--- src/tns_pkg.sv ---
// ============================================================================
// tns_pkg
// Widths, stream field offsets and slot types of the three-nearest selector.
// ============================================================================
`default_nettype none

package tns_pkg;

    // Number of kept candidates and value width
    localparam int NUM_NEAREST = 3;
    localparam int VALUE_WIDTH = 32;
    localparam int DIST_W      = VALUE_WIDTH - 1;
    localparam int INDEX_W     = 16;
    localparam int OUT_INDEX_W = 17;
    localparam int RANK_W      = 2;

    // Cutoff after reset: 1001.0 in Q15.16
    localparam logic [DIST_W-1:0] CUTOFF_RESET = DIST_W'(65601536);
    localparam logic [RANK_W-1:0] LAST_RANK    = RANK_W'(NUM_NEAREST - 1);

    // Slave tdata: distance, x, y, charge, hit index (low to high)
    localparam int IN_DIST_LSB  = 0;
    localparam int IN_X_LSB     = IN_DIST_LSB + VALUE_WIDTH;
    localparam int IN_Y_LSB     = IN_X_LSB + VALUE_WIDTH;
    localparam int IN_Q_LSB     = IN_Y_LSB + VALUE_WIDTH;
    localparam int IN_IDX_LSB   = IN_Q_LSB + VALUE_WIDTH;
    localparam int IN_USED_W    = IN_IDX_LSB + INDEX_W;
    localparam int IN_TDATA_W   = ((IN_USED_W + 7) / 8) * 8;

    // Master tdata: x, y, charge, index (low to high)
    localparam int OUT_X_LSB    = 0;
    localparam int OUT_Y_LSB    = OUT_X_LSB + VALUE_WIDTH;
    localparam int OUT_Q_LSB    = OUT_Y_LSB + VALUE_WIDTH;
    localparam int OUT_IDX_LSB  = OUT_Q_LSB + VALUE_WIDTH;
    localparam int OUT_USED_W   = OUT_IDX_LSB + OUT_INDEX_W;
    localparam int OUT_TDATA_W  = ((OUT_USED_W + 7) / 8) * 8;

    // Master tuser: rank, found (low to high)
    localparam int OUT_FOUND_BIT = RANK_W;
    localparam int OUT_TUSER_W   = RANK_W + 1;

    // One kept candidate
    typedef struct packed {
        logic                   used;
        logic [DIST_W-1:0]      abs_dist;
        logic [VALUE_WIDTH-1:0] x;
        logic [VALUE_WIDTH-1:0] y;
        logic [VALUE_WIDTH-1:0] q;
        logic [INDEX_W-1:0]     idx;
    } t_slot;

    // One result waiting for transfer
    typedef struct packed {
        logic                   found;
        logic [VALUE_WIDTH-1:0] x;
        logic [VALUE_WIDTH-1:0] y;
        logic [VALUE_WIDTH-1:0] q;
        logic [OUT_INDEX_W-1:0] idx;
    } t_result;

endpackage

`default_nettype wire

--- src/three_nearest_selector.sv ---
// ============================================================================
// three_nearest_selector
// Keeps the three candidates of a set with the smallest absolute distance
// and sends them out in ascending order when the set closes.
// ============================================================================
//
//  channel   | direction | contents
//  ----------+-----------+-------------------------------------------------
//  cfg       | in        | distance cutoff, write enable only
//  s_axis    | in        | one candidate per transfer, tlast closes the set
//  m_axis    | out       | three ranked results per set, tlast on rank 2
//
//  One candidate is accepted every cycle unless a closing item waits. It
//  enters the input register (absolute distance already formed), and three
//  slot comparators insert it. On the closing item the sorted slots move to
//  a result bank and the slots clear, so the next set starts at once; the
//  bank drains one result per cycle while m_axis_tready is high. A closing
//  item waits in the input register only while the previous set's results
//  are still in the bank. Reset is synchronous, active low, and sets the
//  cutoff to 1001.0.
`default_nettype none

module three_nearest_selector (
    input  logic                            i_clk,
    input  logic                            i_rst_n,
    // configuration
    input  logic                            i_cfg_wr_en,
    input  logic [tns_pkg::DIST_W-1:0]      i_cfg_wr_data,
    // candidate stream
    input  logic                            s_axis_tvalid,
    output logic                            s_axis_tready,
    // distance, x_coord, y_coord, charge, hit_index
    input  logic [tns_pkg::IN_TDATA_W-1:0]  s_axis_tdata,
    input  logic                            s_axis_tlast,
    // entry_valid
    input  logic                            s_axis_tuser,
    // result stream
    output logic                            m_axis_tvalid,
    input  logic                            m_axis_tready,
    // out_x, out_y, out_charge, out_index
    output logic [tns_pkg::OUT_TDATA_W-1:0] m_axis_tdata,
    output logic                            m_axis_tlast,
    // rank, found
    output logic [tns_pkg::OUT_TUSER_W-1:0] m_axis_tuser
);

    localparam int VW = tns_pkg::VALUE_WIDTH;
    localparam int DW = tns_pkg::DIST_W;
    localparam int NN = tns_pkg::NUM_NEAREST;

    // configuration register
    logic [DW-1:0] r_cutoff;

    // input register
    logic                        r_in_valid;
    logic                        r_in_entry;
    logic                        r_in_last;
    logic [DW-1:0]               r_in_abs;
    logic [VW-1:0]               r_in_x;
    logic [VW-1:0]               r_in_y;
    logic [VW-1:0]               r_in_q;
    logic [tns_pkg::INDEX_W-1:0] r_in_idx;

    // slots and result bank
    tns_pkg::t_slot   r_slot [NN];
    tns_pkg::t_result r_bank [NN];
    logic                       r_bank_active;
    logic [tns_pkg::RANK_W-1:0] r_ptr;

    logic [VW-1:0]    in_dist;
    logic [DW-1:0]    in_neg;
    logic [DW-1:0]    n_in_abs;
    logic             ins;
    logic             keep [NN];
    tns_pkg::t_slot   cand;
    tns_pkg::t_slot   n_slot [NN];
    tns_pkg::t_result n_res  [NN];
    logic             bank_free;
    logic             adv;

    // saturating absolute distance of the incoming candidate
    assign in_dist = s_axis_tdata[tns_pkg::IN_DIST_LSB +: VW];
    assign in_neg  = ~in_dist[DW-1:0] + DW'(1);

    always_comb begin
        if (!in_dist[VW-1]) begin
            n_in_abs = in_dist[DW-1:0];
        end else if (in_dist == {1'b1, {DW{1'b0}}}) begin
            n_in_abs = {DW{1'b1}};
        end else begin
            n_in_abs = in_neg;
        end
    end

    // handshake: a closing item waits until the bank can take the set
    assign bank_free     = !r_bank_active || (m_axis_tready && (r_ptr == tns_pkg::LAST_RANK));
    assign adv           = r_in_valid && (!r_in_last || bank_free);
    assign s_axis_tready = !r_in_valid || adv;

    // candidate entry for the slots
    assign ins = r_in_entry && (r_in_abs < r_cutoff);

    always_comb begin
        cand.used     = 1'b1;
        cand.abs_dist = r_in_abs;
        cand.x        = r_in_x;
        cand.y        = r_in_y;
        cand.q        = r_in_q;
        cand.idx      = r_in_idx;
    end

    // sorted insert: slots at or below the new distance stay, the first
    // other slot takes the candidate, the rest shift down by one
    for (genvar g = 0; g < NN; g++) begin : g_slot
        assign keep[g] = r_slot[g].used && (r_slot[g].abs_dist <= r_in_abs);

        if (g == 0) begin : g_first
            always_comb begin
                if (!ins || keep[g]) begin
                    n_slot[g] = r_slot[g];
                end else begin
                    n_slot[g] = cand;
                end
            end
        end else begin : g_rest
            always_comb begin
                if (!ins || keep[g]) begin
                    n_slot[g] = r_slot[g];
                end else if (keep[g-1]) begin
                    n_slot[g] = cand;
                end else begin
                    n_slot[g] = r_slot[g-1];
                end
            end
        end

        // empty slots give the cutoff and an index of all ones
        always_comb begin
            n_res[g].found = n_slot[g].used;
            if (n_slot[g].used) begin
                n_res[g].x   = n_slot[g].x;
                n_res[g].y   = n_slot[g].y;
                n_res[g].q   = n_slot[g].q;
                n_res[g].idx = {1'b0, n_slot[g].idx};
            end else begin
                n_res[g].x   = {{(VW-DW){1'b0}}, r_cutoff};
                n_res[g].y   = {{(VW-DW){1'b0}}, r_cutoff};
                n_res[g].q   = {{(VW-DW){1'b0}}, r_cutoff};
                n_res[g].idx = {tns_pkg::OUT_INDEX_W{1'b1}};
            end
        end
    end

    // configuration
    always_ff @(posedge i_clk) begin
        if (!i_rst_n) begin
            r_cutoff <= tns_pkg::CUTOFF_RESET;
        end else if (i_cfg_wr_en) begin
            r_cutoff <= i_cfg_wr_data;
        end
    end

    // input register
    always_ff @(posedge i_clk) begin
        if (!i_rst_n) begin
            r_in_valid <= 1'b0;
        end else if (s_axis_tready) begin
            r_in_valid <= s_axis_tvalid;
        end
        if (s_axis_tvalid && s_axis_tready) begin
            r_in_entry <= s_axis_tuser;
            r_in_last  <= s_axis_tlast;
            r_in_abs   <= n_in_abs;
            r_in_x     <= s_axis_tdata[tns_pkg::IN_X_LSB +: VW];
            r_in_y     <= s_axis_tdata[tns_pkg::IN_Y_LSB +: VW];
            r_in_q     <= s_axis_tdata[tns_pkg::IN_Q_LSB +: VW];
            r_in_idx   <= s_axis_tdata[tns_pkg::IN_IDX_LSB +: tns_pkg::INDEX_W];
        end
    end

    // slots: insert, and clear after a closing item
    always_ff @(posedge i_clk) begin
        for (int i = 0; i < NN; i++) begin
            if (!i_rst_n) begin
                r_slot[i].used <= 1'b0;
            end else if (adv) begin
                if (r_in_last) begin
                    r_slot[i].used <= 1'b0;
                end else begin
                    r_slot[i] <= n_slot[i];
                end
            end
        end
    end

    // result bank: load on a closing item, drain one result per transfer
    always_ff @(posedge i_clk) begin
        if (!i_rst_n) begin
            r_bank_active <= 1'b0;
            r_ptr         <= '0;
        end else if (adv && r_in_last) begin
            r_bank_active <= 1'b1;
            r_ptr         <= '0;
        end else if (r_bank_active && m_axis_tready) begin
            if (r_ptr == tns_pkg::LAST_RANK) begin
                r_bank_active <= 1'b0;
            end else begin
                r_ptr <= r_ptr + tns_pkg::RANK_W'(1);
            end
        end
        if (adv && r_in_last) begin
            for (int i = 0; i < NN; i++) begin
                r_bank[i] <= n_res[i];
            end
        end
    end

    // result stream
    assign m_axis_tvalid = r_bank_active;
    assign m_axis_tlast  = (r_ptr == tns_pkg::LAST_RANK);
    assign m_axis_tuser  = {r_bank[r_ptr].found, r_ptr};

    always_comb begin
        m_axis_tdata = '0;
        m_axis_tdata[tns_pkg::OUT_X_LSB +: VW] = r_bank[r_ptr].x;
        m_axis_tdata[tns_pkg::OUT_Y_LSB +: VW] = r_bank[r_ptr].y;
        m_axis_tdata[tns_pkg::OUT_Q_LSB +: VW] = r_bank[r_ptr].q;
        m_axis_tdata[tns_pkg::OUT_IDX_LSB +: tns_pkg::OUT_INDEX_W] = r_bank[r_ptr].idx;
    end

endmodule

`default_nettype wire

--- config.mk ---
export PLATFORM = sky130hd
export DESIGN_NAME = three_nearest_selector
export DESIGN_NICKNAME = d
export VERILOG_FILES = /design/src/tns_pkg.sv /design/src/three_nearest_selector.sv
export SDC_FILE = /design/constraint.sdc
export NUM_CORES = 2
export LEC_CHECK = 0
export BUFFER_PORTS_ARGS = -buffer_cell sky130_fd_sc_hd__buf_2
export CORE_UTILIZATION = 45
export CTS_CLUSTER_SIZE = 25
export DETAILED_ROUTE_END_ITERATION = 7
export PLACE_DENSITY_LB_ADDON = 0.3
export SYNTH_ARGS = -nofsm -noshare
export SYNTH_HDL_FRONTEND = slang
export SYNTH_SLANG_ARGS = --single-unit
--- constraint.sdc ---
create_clock -name i_clk -period 19.85 [get_ports i_clk]
set_input_delay 1.985 -clock i_clk [delete_from_list [all_inputs] [get_ports i_clk]]
set_output_delay 1.985 -clock i_clk [all_outputs]
set_load 0.005 [all_outputs]
# == After elaboration in Yosys (flattened, before gate mapping) ==
# Memories as Yosys holds them, arrays and structs flattened. A register that Yosys moved wholly into a read port is not among the register bits.
# Cells that the tools add are included.
# W data, S select, Z words.
# word_totals
reg_bits,180
latchBits,0
mem_bits_rw,774
mem_bits_ro,0
inputBits,182
wordCells,86
n_memories,2
# mem_list
memory,words,word_bits,rd,rd_ports_with_merged_regs,wr,line,rtl
r_slot,3,144,3,0,3,three_nearest_selector.sv:65,tns_pkg::t_slot r_slot [NN];
r_bank,3,114,1,1,3,three_nearest_selector.sv:66,tns_pkg::t_result r_bank [NN];
# op_classes
n_addsub,2
n_mul,0
div,0
order_cmp,4
n_eq_ne,2
shift,0
n_mux,32
bitwise,9
reduce_logical,24
# ops
operator,count
$mux W144,5
$mux W113,3
$le A31 B31 Y1,3
$mux W31,2
$eq A32 B32 Y1 const B,1
$add A31 B1 Y31 const B,1
$lt A31 B31 Y1,1
$not A31 Y31,1
$mux W1,20
$logic_and A1 B1 Y1,9
$logic_or A1 B1 Y1,6
$or A1 B1 Y1,6
$logic_not A1 Y1,4
$mux W2,2
$reduce_and A2 Y1,2
$reduce_bool A2 Y1,2
$add A2 B1 Y2 const B,1
$eq A2 B2 Y1 const B,1
$not A1 Y1,2
$reduce_or A2 Y1,1

# == Depth between registers and ports, before layout ==
# logic_depth
word_depth,10
depth_mapped,13
ltp_nobuf,10

# == Worst setup path before layout ==
# Ideal clock, no wire load.
# synth_path
path_type,input to register
from,input m_axis_tready
to,memory r_bank[0][0] (netlist bit) (enable)
setup_ns,1.051
arrival_time_ns,16.371
t_required_ns,18.799
setup_slack_ns,2.427
stages,2
cell_sequence,a21boi_0 -> nor2_1
# synth_rtl
element,line,rtl
start: declaration,three_nearest_selector.sv:39,"input logic m_axis_tready,"
end: declaration,three_nearest_selector.sv:66,

==> metrics.txt <==
status complete, no violations; GRT Overall Usage 0.293; Crit path max-delay family simple AND/OR/NAND/NOR gates; PostCTS Resize Cnt 0; synthesized flop and latch total 956; R2R setup slack around 14 ns; die area ~110000 µm²; Iter 0 DRT Violations 4974; drt pass-1 iters 6; Worst-Margin Slew 1.47 ns; Remaining Overflow, GRT 0; dpl hpwl between 90000 and 100000 µm; EDFF count, synth 918; FFs w/ async S/R, synth 0; CP required 20.28 ns; die height around 330 µm; initial antenna violation count 4; unrepaired setup endpoints after global routing no; crit path DAT 6.24 ns; P&R area growth vs syn 12.5%; area occupied by multi-input gates 19100 µm²; H-tree depth reported by CTS 3; Final Non-Filler Cells 6030; most frequent cells in the layout 918 x edfxtp_1, 463 x nand2_1, 448 x o21ai_0; area leader, netlist edfxtp_1; Worst-path clk slew about 0.06 ns; Synth Instances 4428; top cells by area, synth edfxtp_1 56%, mux2i_1 6.7%, o21ai_0 4.5%, a21oi_1 3.6%, nand2_1 3.5%; Setup CP Type flop to flop; Initial Util 0.455; Worst slew margin 0.0168; Port-buffer cells 300; fmax 172 MHz; Ports 308; WP buf/inv 3; largest net degree at the start of global routing 173; worst ir drop on vdd 74.0 µV; CTS buffer count 108; first-pass GRT wire length 245000 µm; Pins Over Slew Limit 0; Post-CTS Setup Repair Bufs 0; Clock Path Buffers 3; Routed Antenna Nets 0; fin crit period about 5.8 ns; Num Clock Sinks 956; CP Max Fanout 171; HP Class flop to flop; most common cell after layout, fill and taps aside edfxtp_1; vias in the first global route 37200; RePlAce Congestion 0.874; post-synthesis instance area 49600 µm²; drt via density 6.51; clk_skew 0.0332 ns; Final nets approximately 4800; Routed WL per cell 27.8 µm; CTS tree done; Final Hold Fails 0; layout cell share with drive strength beyond 1 0.158; Netlist cell types 63; startpoint types flop; row count roughly 120; DRC errors left 0; post-synthesis sequential area ratio 0.572; leak pwr 0.0200 µW; Pwr per Cell Area ~92 nW/µm²; overall die width about 330 µm; core area between 100000 and 150000 µm²; clock root buffer clkbuf_16; Tcrit/Tclk final 0.293; Crit path largest cell delay 0.90 ns; max_cap viols 0; Mean Syn Cell Area 11.2 µm²; crit path cell chain inv_1 > ha_1 > and3_1 > nand4_1 > nor2_1 > o311ai_0 > nand2_4 > buf_4 > buf_12 > nand3_1 > o221a_2; setup_tns 0 ns; Yosys top cell area share 0.556; Inst Count DP slightly below 6000; Synth Warn # 0; Detailed Route WL 167000 µm; final setup vio count 0; cts hold-fix bufs 0; ys flop type edfxtp_1; routed vias 39200; worst skew pair latency 0.72 ns; CP Capture Type flop; CP max stage cell nand3_1; Sequential Area about 28000 µm²; fill cell count between 9000 and 10000
==> registers in the layout, summed over array words and instances, names as in the netlist, named ones only <==
name	count
r_in_q	32
r_in_last	1
r_in_valid	1
r_slot	432
r_in_y	32
r_in_idx	16
r_ptr	2
r_cutoff	31
r_bank	342
r_in_entry	1
r_in_abs	31
r_in_x	32
m_axis_tvalid	1
==> final timing paths <==
| kind | start | cells after the start | end |
|---|---|---|---|
| worst min register to register | r_in_abs[6] | 0 | r_slot[0][118] |
| worst max-delay path | r_in_abs[30] | 11 | r_bank[1][0] |
| worst min-delay path | r_in_abs[6] | 0 | r_slot[0][118] |
| worst max register to register | r_in_abs[30] | 11 | r_bank[1][0] |
==> cell usage after synthesis, types with 5 or more instances <==
cell       count
inv_1        250
nand4_1      138
edfxtp_1     918
mux2_2        68
nand3b_1       5
a211oi_1      14
ha_1         125
nor2b_1       28
nor3_1         7
xor2_1        27
o31ai_1       13
dfxtp_1       38
or4_1          7
a21o_1         8
buf_1         40
nor2_1       153
mux2i_1      330
a31oi_1      111
o221a_2      109
and3_1         5
a21oi_1      355
o22a_1        16
o211ai_1      26
buf_4          7
clkbuf_1     323
o221ai_1      95
nand2_1      466
nand3_1      114
o21ai_0      449
a2111oi_0     30
a22oi_1       34
o2111ai_1     61
==> area by class of cell <==
type / count / area share
Clock inverter: 54 / 0.0121
Antenna cell: 2 / 0.0000898
Tap cell: 1414 / 0.0317
Sequential cell: 956 / 0.508
Clock buffer: 142 / 0.0517
Inverter: 250 / 0.0170
Timing Repair Buffer: 358 / 0.0363
Multi-Input combinational cell: 2854 / 0.343
==> report_power, final <==
group          internal, µW  switching, µW
Clock                  1210            851
Sequential             2320           60.0
Combinational           220            463
==> per-stage QoR <==
| step | utilization | total power [µW] | hold slack, ns | area [µm²] | setup WS [ns] |
|---|---|---|---|---|---|
| 5_1_grt | 0.511 | 5270 | 0.491 | 55700 | 13.80 |
| 3_3_place_gp | 0.479 | 3070 | 0.459 | 52200 | 14.28 |
| 4_1_cts | 0.511 | 5130 | 0.482 | 55700 | 14.12 |
| 6_report | 0.511 | 5130 | 0.485 | 55700 | 14.04 |
| 3_5_place_dp | 0.479 | 3090 | 0.468 | 52200 | 14.15 |
| 2_1_floorplan | - | 2830 | 0.454 | 49600 | 2.43 |
==> routing by layer <==
layer	vias up	global-route usage	routed length [µm]
li1	17100	-	-
met1	19100	0.367	61700
met2	2451	0.471	78700
met3	496	0.0435	15100
met4	2	0.193	11900
met5	-	0	9
==> cells by family (layout without fill, tap and decap cells) <==
kind of cell | after synthesis | after routing | share of synthesized area
AND/OR/NAND/NOR | 945 | 945 | 0.0860
XOR/XNOR | 29 | 29 | 0.00513
AO/OA/AOI/OAI | 1350 | 1350 | 0.175
adder cells (fa/ha/maj) | 125 | 125 | 0.0316
buffers and inverters | 624 | 804 | 0.0480
flip-flops | 956 | 956 | 0.572
multiplexers | 398 | 398 | 0.0821
other | 1 | 9 | 0.0000757
Power figures use the tool's default switching activity.
